--- src/rtl/ostt_pkg.sv ---
// ----------------------------------------------------------------------------
// ostt_pkg
// Shared types and codes of the one-shot timer table.
// ----------------------------------------------------------------------------
`default_nettype none

package ostt_pkg;

    // opcodes of an input item
    localparam logic OP_START = 1'b0;
    localparam logic OP_TICK  = 1'b1;

    // result kinds
    localparam logic [1:0] KIND_ACCEPTED = 2'd0;
    localparam logic [1:0] KIND_REJECTED = 2'd1;
    localparam logic [1:0] KIND_FIRED    = 2'd2;

    // command queue between front and back, depth is a power of two
    localparam int Q_DEPTH = 2;
    localparam int Q_AW    = 1;

    typedef struct packed {
        logic        opcode;
        logic [7:0]  action_id;
        logic [15:0] delay;
    } t_in_item;

    typedef struct packed {
        logic [1:0] kind;
        logic [7:0] fired_action;
        logic       last;
    } t_out_item;

    // classified command handed to the back end
    typedef struct packed {
        logic        is_tick;
        logic [7:0]  action;
        logic [15:0] delay;
    } t_cmd;

    // one table entry
    typedef struct packed {
        logic [7:0]  action;
        logic [15:0] countdown;
    } t_entry;

endpackage

`default_nettype wire

--- src/rtl/ostt_front.sv ---
// ----------------------------------------------------------------------------
// ostt_front
// Accepts input items, classifies them and holds them in a short queue.
// ----------------------------------------------------------------------------
`default_nettype none

module ostt_front import ostt_pkg::*; (
    input  wire logic     i_clk,
    input  wire logic     i_rst_n,
    input  wire logic     i_valid,
    output logic          o_stall,
    input  wire t_in_item i_item,
    output logic          o_cmd_vld,
    output t_cmd          o_cmd,
    input  wire logic     i_cmd_pop
);

    t_cmd              r_q [Q_DEPTH];
    logic [Q_AW-1:0]   r_wp;
    logic [Q_AW-1:0]   r_rp;
    logic [Q_AW:0]     r_fill;
    logic              w_push;
    logic              w_pop;
    t_cmd              w_cmd;

    assign o_stall   = (r_fill == (Q_AW+1)'(Q_DEPTH));
    assign w_push    = i_valid && !o_stall;
    assign w_pop     = i_cmd_pop && o_cmd_vld;
    assign o_cmd_vld = (r_fill != '0);
    assign o_cmd     = r_q[r_rp];

    // classify the raw item
    always_comb begin
        w_cmd.is_tick = (i_item.opcode == OP_TICK);
        w_cmd.action  = i_item.action_id;
        w_cmd.delay   = i_item.delay;
    end

    always_ff @(posedge i_clk) begin
        if (!i_rst_n) begin
            r_wp   <= '0;
            r_rp   <= '0;
            r_fill <= '0;
        end else begin
            if (w_push) begin
                r_wp <= r_wp + 1'b1;
            end
            if (w_pop) begin
                r_rp <= r_rp + 1'b1;
            end
            if (w_push && !w_pop) begin
                r_fill <= r_fill + 1'b1;
            end else if (!w_push && w_pop) begin
                r_fill <= r_fill - 1'b1;
            end
        end
    end

    always_ff @(posedge i_clk) begin
        if (w_push) begin
            r_q[r_wp] <= w_cmd;
        end
    end

endmodule

`default_nettype wire

--- src/rtl/ostt_engine.sv ---
// ----------------------------------------------------------------------------
// ostt_engine
// Timer table memory, start handling and the per-tick scan sequencer.
// ----------------------------------------------------------------------------
`default_nettype none

module ostt_engine import ostt_pkg::*; #(
    parameter int MAX_TIMERS = 16,
    parameter int IDX_W      = (MAX_TIMERS > 1) ? $clog2(MAX_TIMERS) : 1,
    parameter int CNT_W      = $clog2(MAX_TIMERS + 1)
) (
    input  wire logic       i_clk,
    input  wire logic       i_rst_n,
    input  wire logic       i_cmd_vld,
    input  wire t_cmd       i_cmd,
    output logic            o_cmd_pop,
    output logic            o_valid,
    input  wire logic       i_stall,
    output t_out_item       o_item,
    output logic [CNT_W-1:0] o_count,
    output logic            o_busy
);

    localparam logic [1:0] S_IDLE  = 2'd0;
    localparam logic [1:0] S_RD    = 2'd1;
    localparam logic [1:0] S_EV    = 2'd2;
    localparam logic [1:0] S_FLUSH = 2'd3;

    localparam logic [CNT_W-1:0] CNT_MAX = CNT_W'(MAX_TIMERS);

    t_entry            r_mem [MAX_TIMERS];
    t_entry            r_rd_k;
    t_entry            r_rd_top;

    logic [1:0]        r_state, n_state;
    logic [CNT_W-1:0]  r_cnt,   n_cnt;
    logic [IDX_W-1:0]  r_k,     n_k;
    logic              r_pend_vld, n_pend_vld;
    logic [7:0]        r_pend_act, n_pend_act;
    logic              r_out_vld;
    t_out_item         r_out;

    logic [CNT_W-1:0]  w_top_cnt;
    logic [IDX_W-1:0]  w_top;
    logic [15:0]       w_dec;
    logic              w_out_free;
    logic              w_we;
    logic [IDX_W-1:0]  w_waddr;
    t_entry            w_wdata;
    logic              w_load;
    t_out_item         w_load_item;
    logic              w_advance;

    assign w_top_cnt  = r_cnt - 1'b1;
    assign w_top      = w_top_cnt[IDX_W-1:0];
    assign w_dec      = r_rd_k.countdown - 16'd1;
    assign w_out_free = !r_out_vld || !i_stall;

    assign o_valid = r_out_vld;
    assign o_item  = r_out;
    assign o_count = r_cnt;
    assign o_busy  = (r_state != S_IDLE);

    always_comb begin
        n_state     = r_state;
        n_cnt       = r_cnt;
        n_k         = r_k;
        n_pend_vld  = r_pend_vld;
        n_pend_act  = r_pend_act;
        o_cmd_pop   = 1'b0;
        w_we        = 1'b0;
        w_waddr     = r_k;
        w_wdata     = r_rd_k;
        w_load      = 1'b0;
        w_load_item = '0;
        w_advance   = 1'b0;

        case (r_state)
            S_IDLE: begin
                if (i_cmd_vld) begin
                    if (!i_cmd.is_tick) begin
                        if (w_out_free) begin
                            o_cmd_pop                = 1'b1;
                            w_load                   = 1'b1;
                            w_load_item.fired_action = i_cmd.action;
                            w_load_item.last         = 1'b1;
                            if (r_cnt != CNT_MAX) begin
                                w_we              = 1'b1;
                                w_waddr           = r_cnt[IDX_W-1:0];
                                w_wdata.action    = i_cmd.action;
                                w_wdata.countdown = i_cmd.delay;
                                n_cnt             = r_cnt + 1'b1;
                                w_load_item.kind  = KIND_ACCEPTED;
                            end else begin
                                w_load_item.kind  = KIND_REJECTED;
                            end
                        end
                    end else begin
                        // tick on an empty table is dropped
                        o_cmd_pop = 1'b1;
                        if (r_cnt != '0) begin
                            n_k        = w_top;
                            n_pend_vld = 1'b0;
                            n_state    = S_RD;
                        end
                    end
                end
            end
            S_RD: begin
                n_state = S_EV;
            end
            S_EV: begin
                if (w_dec != 16'd0) begin
                    w_we              = 1'b1;
                    w_wdata.countdown = w_dec;
                    w_advance         = 1'b1;
                end else if (!r_pend_vld || w_out_free) begin
                    // expired: previous pending fire goes out, this one waits
                    if (r_pend_vld) begin
                        w_load                   = 1'b1;
                        w_load_item.kind         = KIND_FIRED;
                        w_load_item.fired_action = r_pend_act;
                        w_load_item.last         = 1'b0;
                    end
                    n_pend_vld = 1'b1;
                    n_pend_act = r_rd_k.action;
                    if (r_k != w_top) begin
                        w_we    = 1'b1;
                        w_wdata = r_rd_top;
                    end
                    n_cnt     = w_top_cnt;
                    w_advance = 1'b1;
                end
                if (w_advance) begin
                    if (r_k == '0) begin
                        n_state = S_FLUSH;
                    end else begin
                        n_k     = r_k - 1'b1;
                        n_state = S_RD;
                    end
                end
            end
            S_FLUSH: begin
                if (!r_pend_vld) begin
                    n_state = S_IDLE;
                end else if (w_out_free) begin
                    w_load                   = 1'b1;
                    w_load_item.kind         = KIND_FIRED;
                    w_load_item.fired_action = r_pend_act;
                    w_load_item.last         = 1'b1;
                    n_pend_vld               = 1'b0;
                    n_state                  = S_IDLE;
                end
            end
            default: begin
                n_state = S_IDLE;
            end
        endcase
    end

    always_ff @(posedge i_clk) begin
        if (!i_rst_n) begin
            r_state    <= S_IDLE;
            r_cnt      <= '0;
            r_k        <= '0;
            r_pend_vld <= 1'b0;
            r_out_vld  <= 1'b0;
        end else begin
            r_state    <= n_state;
            r_cnt      <= n_cnt;
            r_k        <= n_k;
            r_pend_vld <= n_pend_vld;
            if (w_load) begin
                r_out_vld <= 1'b1;
            end else if (!i_stall) begin
                r_out_vld <= 1'b0;
            end
        end
    end

    always_ff @(posedge i_clk) begin
        r_pend_act <= n_pend_act;
        if (w_load) begin
            r_out <= w_load_item;
        end
    end

    // table memory: one write port, two registered read ports
    always_ff @(posedge i_clk) begin
        if (w_we) begin
            r_mem[w_waddr] <= w_wdata;
        end
        if (r_state == S_RD) begin
            r_rd_k   <= r_mem[r_k];
            r_rd_top <= r_mem[w_top];
        end
    end

endmodule

`default_nettype wire

--- src/rtl/one_shot_timer_table.sv ---
// ----------------------------------------------------------------------------
// one_shot_timer_table
// Unsorted table of one-shot timers with start and tick items.
// ----------------------------------------------------------------------------
// A start item is handled in the idle state once it leaves the input queue,
// waits while the output is stalled, and always yields one item (accepted,
// or rejected when all MAX_TIMERS slots are in use). A tick item walks the
// active entries from newest to oldest; each entry takes a registered read
// of the table memory, then the decrement, compare and write back through
// its single write port, and an expired entry waits while a pending fired
// item cannot go out. Each expired entry gives one fired item and is replaced
// by the newest entry; the last fired item of a tick carries last. Ticks on
// an empty table and ticks that fire nothing give no item. A two-entry queue
// at the input accepts items while the engine scans or the output is
// stalled, until it is full.
// ----------------------------------------------------------------------------
`default_nettype none

module one_shot_timer_table import ostt_pkg::*; #(
    parameter int MAX_TIMERS = 16
) (
    input  wire logic     i_clk,
    input  wire logic     i_rst_n,
    input  wire logic     i_valid,
    output logic          o_stall,
    input  wire t_in_item i_item,
    output logic          o_valid,
    input  wire logic     i_stall,
    output t_out_item     o_item
);

    localparam int IDX_W = (MAX_TIMERS > 1) ? $clog2(MAX_TIMERS) : 1;
    localparam int CNT_W = $clog2(MAX_TIMERS + 1);

    // queue to engine
    logic             w_cmd_vld;
    t_cmd             w_cmd;
    logic             w_cmd_pop;

    // engine status
    logic [CNT_W-1:0] w_count;
    logic             w_busy;

    // front: accept and classify items into the command queue
    ostt_front u_front (
        .i_clk     (i_clk),
        .i_rst_n   (i_rst_n),
        .i_valid   (i_valid),
        .o_stall   (o_stall),
        .i_item    (i_item),
        .o_cmd_vld (w_cmd_vld),
        .o_cmd     (w_cmd),
        .i_cmd_pop (w_cmd_pop)
    );

    // back: table memory, start insert and tick scan
    ostt_engine #(
        .MAX_TIMERS (MAX_TIMERS),
        .IDX_W      (IDX_W),
        .CNT_W      (CNT_W)
    ) u_engine (
        .i_clk     (i_clk),
        .i_rst_n   (i_rst_n),
        .i_cmd_vld (w_cmd_vld),
        .i_cmd     (w_cmd),
        .o_cmd_pop (w_cmd_pop),
        .o_valid   (o_valid),
        .i_stall   (i_stall),
        .o_item    (o_item),
        .o_count   (w_count),
        .o_busy    (w_busy)
    );

    // table never holds more than its capacity
    a_count_bound: assert property (@(posedge i_clk) disable iff (!i_rst_n)
        w_count <= CNT_W'(MAX_TIMERS))
        else $error("timer count above capacity");

    // start results are always the only item of their input
    a_start_last: assert property (@(posedge i_clk) disable iff (!i_rst_n)
        (o_valid && o_item.kind != KIND_FIRED) |-> o_item.last)
        else $error("start result without last");

    // count grows by at most one per cycle and only from idle
    a_count_step: assert property (@(posedge i_clk) disable iff (!i_rst_n)
        ($past(i_rst_n) && (w_count > $past(w_count)))
            |-> (w_count == $past(w_count) + 1'b1) && !$past(w_busy))
        else $error("bad count increment");

    // count drops only during a tick scan
    a_count_drop: assert property (@(posedge i_clk) disable iff (!i_rst_n)
        ($past(i_rst_n) && (w_count < $past(w_count))) |-> $past(w_busy))
        else $error("count dropped outside a scan");

endmodule

`default_nettype wire
--- config.mk ---
export PLATFORM = sky130hd
export DESIGN_NAME = one_shot_timer_table
export DESIGN_NICKNAME = d
export VERILOG_FILES = /design/src/rtl/ostt_pkg.sv /design/src/rtl/ostt_front.sv /design/src/rtl/ostt_engine.sv /design/src/rtl/one_shot_timer_table.sv
export SDC_FILE = /design/constraint.sdc
export NUM_CORES = 1
export LEC_CHECK = 0
export ABC_AREA = 1
export CORE_MARGIN = 4
export CORE_UTILIZATION = 26
export DETAILED_ROUTE_END_ITERATION = 10
export DONT_BUFFER_PORTS = 1
export GPL_TIMING_DRIVEN = 1
export SYNTH_ARGS = -nofsm -noshare
export SYNTH_HDL_FRONTEND = slang
export SYNTH_SLANG_ARGS = --single-unit
--- constraint.sdc ---
create_clock -name i_clk -period 5.9 [get_ports i_clk]
set_clock_uncertainty 0.05 [all_clocks]
set_input_delay 0 -clock i_clk [delete_from_list [all_inputs] [get_ports i_clk]]
set_output_delay 0 -clock i_clk [all_outputs]
set_load 0.005 [all_outputs]
==> results.cfg, run 1 <==
[status]
status = completed

[clocking]
cts_sinks = 519
clk_path_buf_depth = 3
clock-root-buffer = clkbuf_16
htree_levels = 2
ctsResizeCount = 0
cts_tree = done
cts_buffers = 55
clk_pin_slew_ps = 60
post-cts-setup-buffers = 0
clk_latency_ps = 630

[floorplanning]
placementRows = 113
start_util = 0.263
fp.dieH_um = 319
pin_count = 42
core_mm2 = 0.0953
die-area_mm2 = 0.101
dieWidth_um = 319

[worst_setup_path]
critPathArrivalTime_ps = 4810
crit_path_top_delay_cell = nor2_4
reg2reg_slack_ps = 1360
r2r_end = u_engine.r_mem[4][15]
critPathBufInv = 4
cp_max_fo = 57
path_class = reg -> reg
worst_setup_path_start_kind = flip-flop
cp-end-kind = flip-flop
critPathMaxStageDelay_ps = 800
cp_top_family = simple AND/OR/NAND/NOR gates
crit_required_ps = 6170
crit_start = u_engine.o_count[0]
rr_startpoint = u_engine.o_count[0]
reg2reg_depth = 16
crit_top_cell = nand2_1
crit_chain = clkinv_2 > ha_1 > inv_1 > nand2_1 > nand2_1 > nand2_1 > nand4_1 > nor2_1 > nand2_1 > nand2_2 > inv_1 > nor2_2 > o21ai_1 > nand2_1 > nor2_4 > buf_4

[routing]
ant_nets = 0
wl_um = 76400
vias_per_cell = 5.08
via_count = 19500
drt-initial-drc-count = 2395
firstDrtPassIters = 6
post-route-drc-count = 0
wl_per_cell_um = 19.9

[power]
peakVddDrop_v = 0.000360
seq_power_share = 0.365
power_per_cell_area_mw_per_mm2 = 590
internal_power_mw = 9.48
clkPwrFrac = 0.198
finalPower_mw = 16.9
switching_share = 0.440
power.switching_mw = 7.44
pwr-share-comb = 0.437
p_leak_nw = 10.0

[worst_hold_path]
min_path_type = in -> reg
holdPathEnd = u_front.r_q[1][16]
holdPathStages = 1
worstHoldStart = i_item[16]

[global_route]
grt_start_max_net_pins = 240
overflow = 0
grt_pass1_wl_um = 116000
grt_use_total = 0.145
grt_pass1_vias = 18600
antenna_found_initial = 1

[synth]
syn_area_per_cell_um2 = 9.82
ys_types = 37
synth_area_leaders = edfxtp_1 (60%), o21ai_0 (10%), a21oi_1 (4.7%), nand2_1 (4.2%), nor2_1 (3.7%)
netlist.top_cell.by_area = edfxtp_1
ys_ff_latch = 519
synth-main-ff-cell = edfxtp_1
seq_area_frac_synth = 0.614
synth_enable_flop_cells = 501
ys_warn_count = 0
synth_async_sr_flop_share = 0
synth_nets = 2590
synth.cell_area_mm2 = 0.0251
synthCells = 2553
yosysTopAreaCellShare = 0.600

[final_layout]
final_util = 0.301
fin_nets = 2563
drive_gt1_frac = 0.0692
area_growth_pct = 14.4

[timing]
hold_viol_final = 0
finalSetupTns_ps = 0
worst_pin_slew_ps = 1460
rsz0062_at_grt = no
drv_slew = 0
max_slew_margin = 0.0295
setup_viol = 0
fmax_mhz = 220
fin_crit_sh = 0.769
layout_min_cycle_time_ps = 4540

[job]
maxCapViolations = 0

[placement]
place_congestion = 0.833
port_buffers = 0
hpwl_um = 44600
==> flip-flops by register name (all words and copies together) (netlist names), named ones only <==
register	cells
u_engine.r_mem	384
u_engine.r_pend_vld	1
u_front.r_fill	2
u_front.r_rp	1
u_engine.o_valid	1
u_engine.o_item	11
u_engine.r_rd_k	24
u_engine.r_state	2
u_front.r_q	50
u_engine.r_k	4
u_engine.r_pend_act	8
u_front.r_wp	1
u_engine.o_count	5
u_engine.r_rd_top	24
==> cells in the final DEF (no fill, tap or decap), types with 4 or more instances in the layout <==
| cell | Yosys | final |
|---|---|---|
| xor2_1 | 8 | 8 |
| nand2_1 | 278 | 278 |
| clkinv_2 | 0 | 9 |
| inv_6 | 0 | 4 |
| clkbuf_1 | 153 | 7 |
| inv_2 | 5 | 8 |
| inv_1 | 242 | 238 |
| mux2i_1 | 8 | 8 |
| nand4_1 | 10 | 10 |
| o21ai_1 | 18 | 18 |
| ha_1 | 8 | 7 |
| dfxtp_1 | 18 | 15 |
| o221ai_1 | 54 | 54 |
| buf_4 | 1 | 51 |
| clkinv_1 | 5 | 21 |
| nand3_1 | 107 | 107 |
| clkinvlp_4 | 0 | 5 |
| o211ai_1 | 92 | 92 |
| dlygate4sd3_1 | 0 | 41 |
| nor2_2 | 4 | 6 |
| edfxtp_1 | 501 | 501 |
| nor2_4 | 4 | 21 |
| o21ai_0 | 512 | 512 |
| a21oi_1 | 235 | 235 |
| clkbuf_16 | 0 | 56 |
| nor2_1 | 248 | 229 |
==> layer usage <==
layer	wire, um	vias to the layer above	track usage
met2	34700	951	0.231
li1	-	9067	-
met5	0	-	0
met3	7110	130	0.0250
met1	32700	9373	0.201
met4	1950	0	0.0444
==> power groups by stage <==
| stage | Clock [mW] | Combinational (mW) | Sequential (mW) |
|---|---|---|---|
| 4_1_cts | 3.40 | 7.30 | 6.16 |
| 3_3_place_gp | 0 | 7.18 | 6.23 |
| 5_1_grt | 3.55 | 8.14 | 6.22 |
| 6_report | 3.35 | 7.40 | 6.17 |
| 3_5_place_dp | 0 | 7.23 | 6.23 |
| 2_1_floorplan | 0 | 4.59 | 6.00 |
==> stage by stage <==
step | hold WS (ps) | worst slack, ps | instance area, um^2 | instances
2_1_floorplan | 48.9 | 1880 | 25100 | 2553
3_3_place_gp | 49.0 | 1470 | 26500 | 3693
3_5_place_dp | 49.0 | 1440 | 26500 | 3693
4_1_cts | 2.95 | 1420 | 28700 | 3837
5_1_grt | 23.0 | 1150 | 28700 | 3837
6_report | 29.9 | 1360 | 28700 | 3839
==> cell families (layout without fill, tap and decap cells) <==
family | Yosys count | count (layout) | share of synthesized area
xor gates and xnor gates | 10 | 10 | 0.00349
DFF | 519 | 519 | 0.614
muxes | 8 | 8 | 0.00319
other | 0 | 2 | 0
buffers and inverters | 430 | 449 | 0.0654
AOI/OAI and AO/OA | 920 | 920 | 0.202
and+or+nand+nor | 658 | 658 | 0.108
adders and majority gates | 8 | 8 | 0.00399
==> cells in the mapped netlist (all sizes together), types with 10 or more instances <==
library cell / count
o221ai: 54
nand3: 107
nand2: 282
buf: 24
edfxtp: 501
nor2: 257
inv: 247
nand4: 10
clkbuf: 154
a21oi: 235
dfxtp: 18
o211ai: 92
o21ai: 530
==> final cells by class <==
| class | count | area (um^2) |
|---|---|---|
| Fill cell | 9747 | 66600 |
| Sequential cell | 519 | 15400 |
| Multi-Input combinational cell | 1604 | 8170 |
| Tap cell | 1265 | 1580 |
| Clock buffer | 63 | 1430 |
| Inverter | 252 | 957 |
| Timing Repair Buffer | 94 | 833 |
| Clock inverter | 40 | 295 |
| Antenna cell | 2 | 5.00 |
==> worst max path at each step <==
stage | slack, ps | endpoint | depth (start not counted)
after floorplan | 1880 | u_engine.r_mem[0][0] | 16
after global placement | 1470 | u_engine.r_mem[4][15] | 16
after detailed placement | 1440 | u_engine.r_mem[4][15] | 16
after CTS | 1420 | u_engine.r_mem[4][15] | 16
after global routing | 1150 | u_engine.r_mem[4][15] | 16
final | 1360 | u_engine.r_mem[4][15] | 16
==> repair_timing <==
action,4_1_cts,5_1_grt
endpoints found under the hold margin,96,0
endpoints found under the setup margin,0,0
hold buffers,41,0
Power figures use the tool's default switching activity.
==> inputs of run 2 (changes only) <==
clock period = 4.23 ns   (was 5.9 ns; I/O delays follow)
==> results.cfg, run 2 (synthesized netlist as in run 1, its figures left out) <==
[power]
power.switching_mw = 10.6
power_per_cell_area_mw_per_mm2 = 837
clkPwrFrac = 0.197
pwr-share-comb = 0.451
switching_share = 0.443
seq_power_share = 0.352
peakVddDrop_v = 0.000883
internal_power_mw = 13.4
p_leak_nw = 10.1

[final_layout]
top_regs = u_engine.r_mem (384), u_front.r_q (50)
final_common_cell = o21ai_0
area_growth_pct = 14.6
n_antenna_cell = 0
instances_no_fill = 3837
largest_reg_flops = 384
final_cell_mix = o21ai_0 (512), edfxtp_1 (501), nand2_1 (278)
largest_register = u_engine.r_mem
fin_nets = 2566
final_util = 0.301
drive_gt1_frac = 0.0696

[worst_setup_path]
crit_chain = inv_2 > ha_1 > nand2_2 > nor2_4 > nand3_1 > nand2_1 > nor2_2 > nand2_1 > nor2_4 > nand2_4 > nor2_2 > o21ai_1 > nand2_1 > nor2_4
worst_setup_path_start_kind = flip-flop
critPathArrivalTime_ps = 4080
crit_required_ps = 4400
reg2reg_depth = 14
cp_max_fo = 24
cp-end-kind = flip-flop
critPathMaxStageDelay_ps = 980
crit_path_top_delay_cell = nor2_4
path_class = reg -> reg

[timing]
drv_slew = 0
fmax_mhz = 256
max_slew_margin = 0.205
fin_crit_sh = 0.924
rsz0062_at_grt = no
finalSetupTns_ps = 0
hold_viol_final = 0
holdWs_ps = 21.8
setup_viol = 0
worst_pin_slew_ps = 1190
layout_min_cycle_time_ps = 3910

[worst_hold_path]
min_path_type = in -> reg
holdPathStages = 1

[routing]
wl_per_cell_um = 19.7
via_count = 19400
ant_nets = 0
post-route-drc-count = 0
wl_um = 75600
vias_per_cell = 5.06
firstDrtPassIters = 6
drt-initial-drc-count = 2277

[placement]
hpwl_um = 44600
place_inst = 3694
port_buffers = 0
place_congestion = 0.809

[global_route]
grt_pass1_wl_um = 115000
grt_pass1_vias = 18400
antenna_found_initial = 1
overflow = 0
grt_start_max_net_pins = 213
grt_use_total = 0.144

[floorplanning]
placementRows = 113
start_util = 0.263
pin_count = 42
die-area_mm2 = 0.101
dieWidth_um = 319
core_mm2 = 0.0953
fp.dieH_um = 319

[clocking]
clk_pin_slew_ps = 60
ctsResizeCount = 0
cts_sinks = 519
cts_tree = done
clk_path_buf_depth = 3
htree_levels = 2
clock-root-buffer = clkbuf_16
cts_buffers = 56
clk_latency_ps = 610

[status]
status = completed

[job]
maxCapViolations = 0
[run 2: final cells by class]
class	instances	area, um^2
clock inverters	34	274
fillers	9784	66600
repair buffers	96	851
flip-flops and latches	519	15400
inverters	252	957
clock buffers	67	1470
multi-input cells	1604	8170
well taps	1265	1580
[run 2: final timing paths]
path / from / to / slack [ps]
max reg2reg: u_engine.r_rd_k[0] / u_engine.r_mem[1][12] / 320
min: i_item[7] / u_front.r_q[1][7] / 20
max: u_engine.r_rd_k[0] / u_engine.r_mem[1][12] / 320
min reg2reg: u_front.r_rp / flip-flop / 450
[run 2: power groups by stage]
stage	Combinational [mW]	Clock [mW]	Sequential [mW]
after floorplan	6.40	0	8.37
after global placement	10.5	0	8.55
after detailed placement	10.5	0	8.56
after CTS	10.6	4.80	8.45
after global routing	11.8	5.03	8.53
final	10.8	4.73	8.46
[run 2: repair_timing]
| item | 4_1_cts | 5_1_grt |
|---|---|---|
| setup buffers | 0 | 0 |
| hold buffers | 41 | 1 |
| endpoints found under the hold margin | 69 | 2 |
| endpoints found under the setup margin | 0 | 0 |
[run 2: per-stage QoR]
| step | area [um^2] | total power [mW] | setup WS, ps |
|---|---|---|---|
| floorplan | 25100 | 14.8 | 213 |
| global placement | 26600 | 19.0 | 431 |
| detailed placement | 26600 | 19.1 | 411 |
| CTS | 28700 | 23.9 | 382 |
| global route | 28700 | 25.3 | 55.0 |
| finish | 28700 | 24.0 | 321 |
[run 2: worst max-delay path, delay by kind of cell (launching register included)]
family / cells / cell delay [ps]
simple gates: 11 / 2240
fa+ha+maj: 1 / 240
compound gates: 1 / 360
buf+inv: 1 / 170
flops: 1 / 440
[run 2: metal layers]
metal / wire, um / up-vias / global-route usage
met5: 0 / - / 0
met4: 2000 / 0 / 0.0428
met3: 7010 / 158 / 0.0278
met2: 33700 / 942 / 0.225
met1: 33000 / 9237 / 0.202
li1: - / 9071 / -
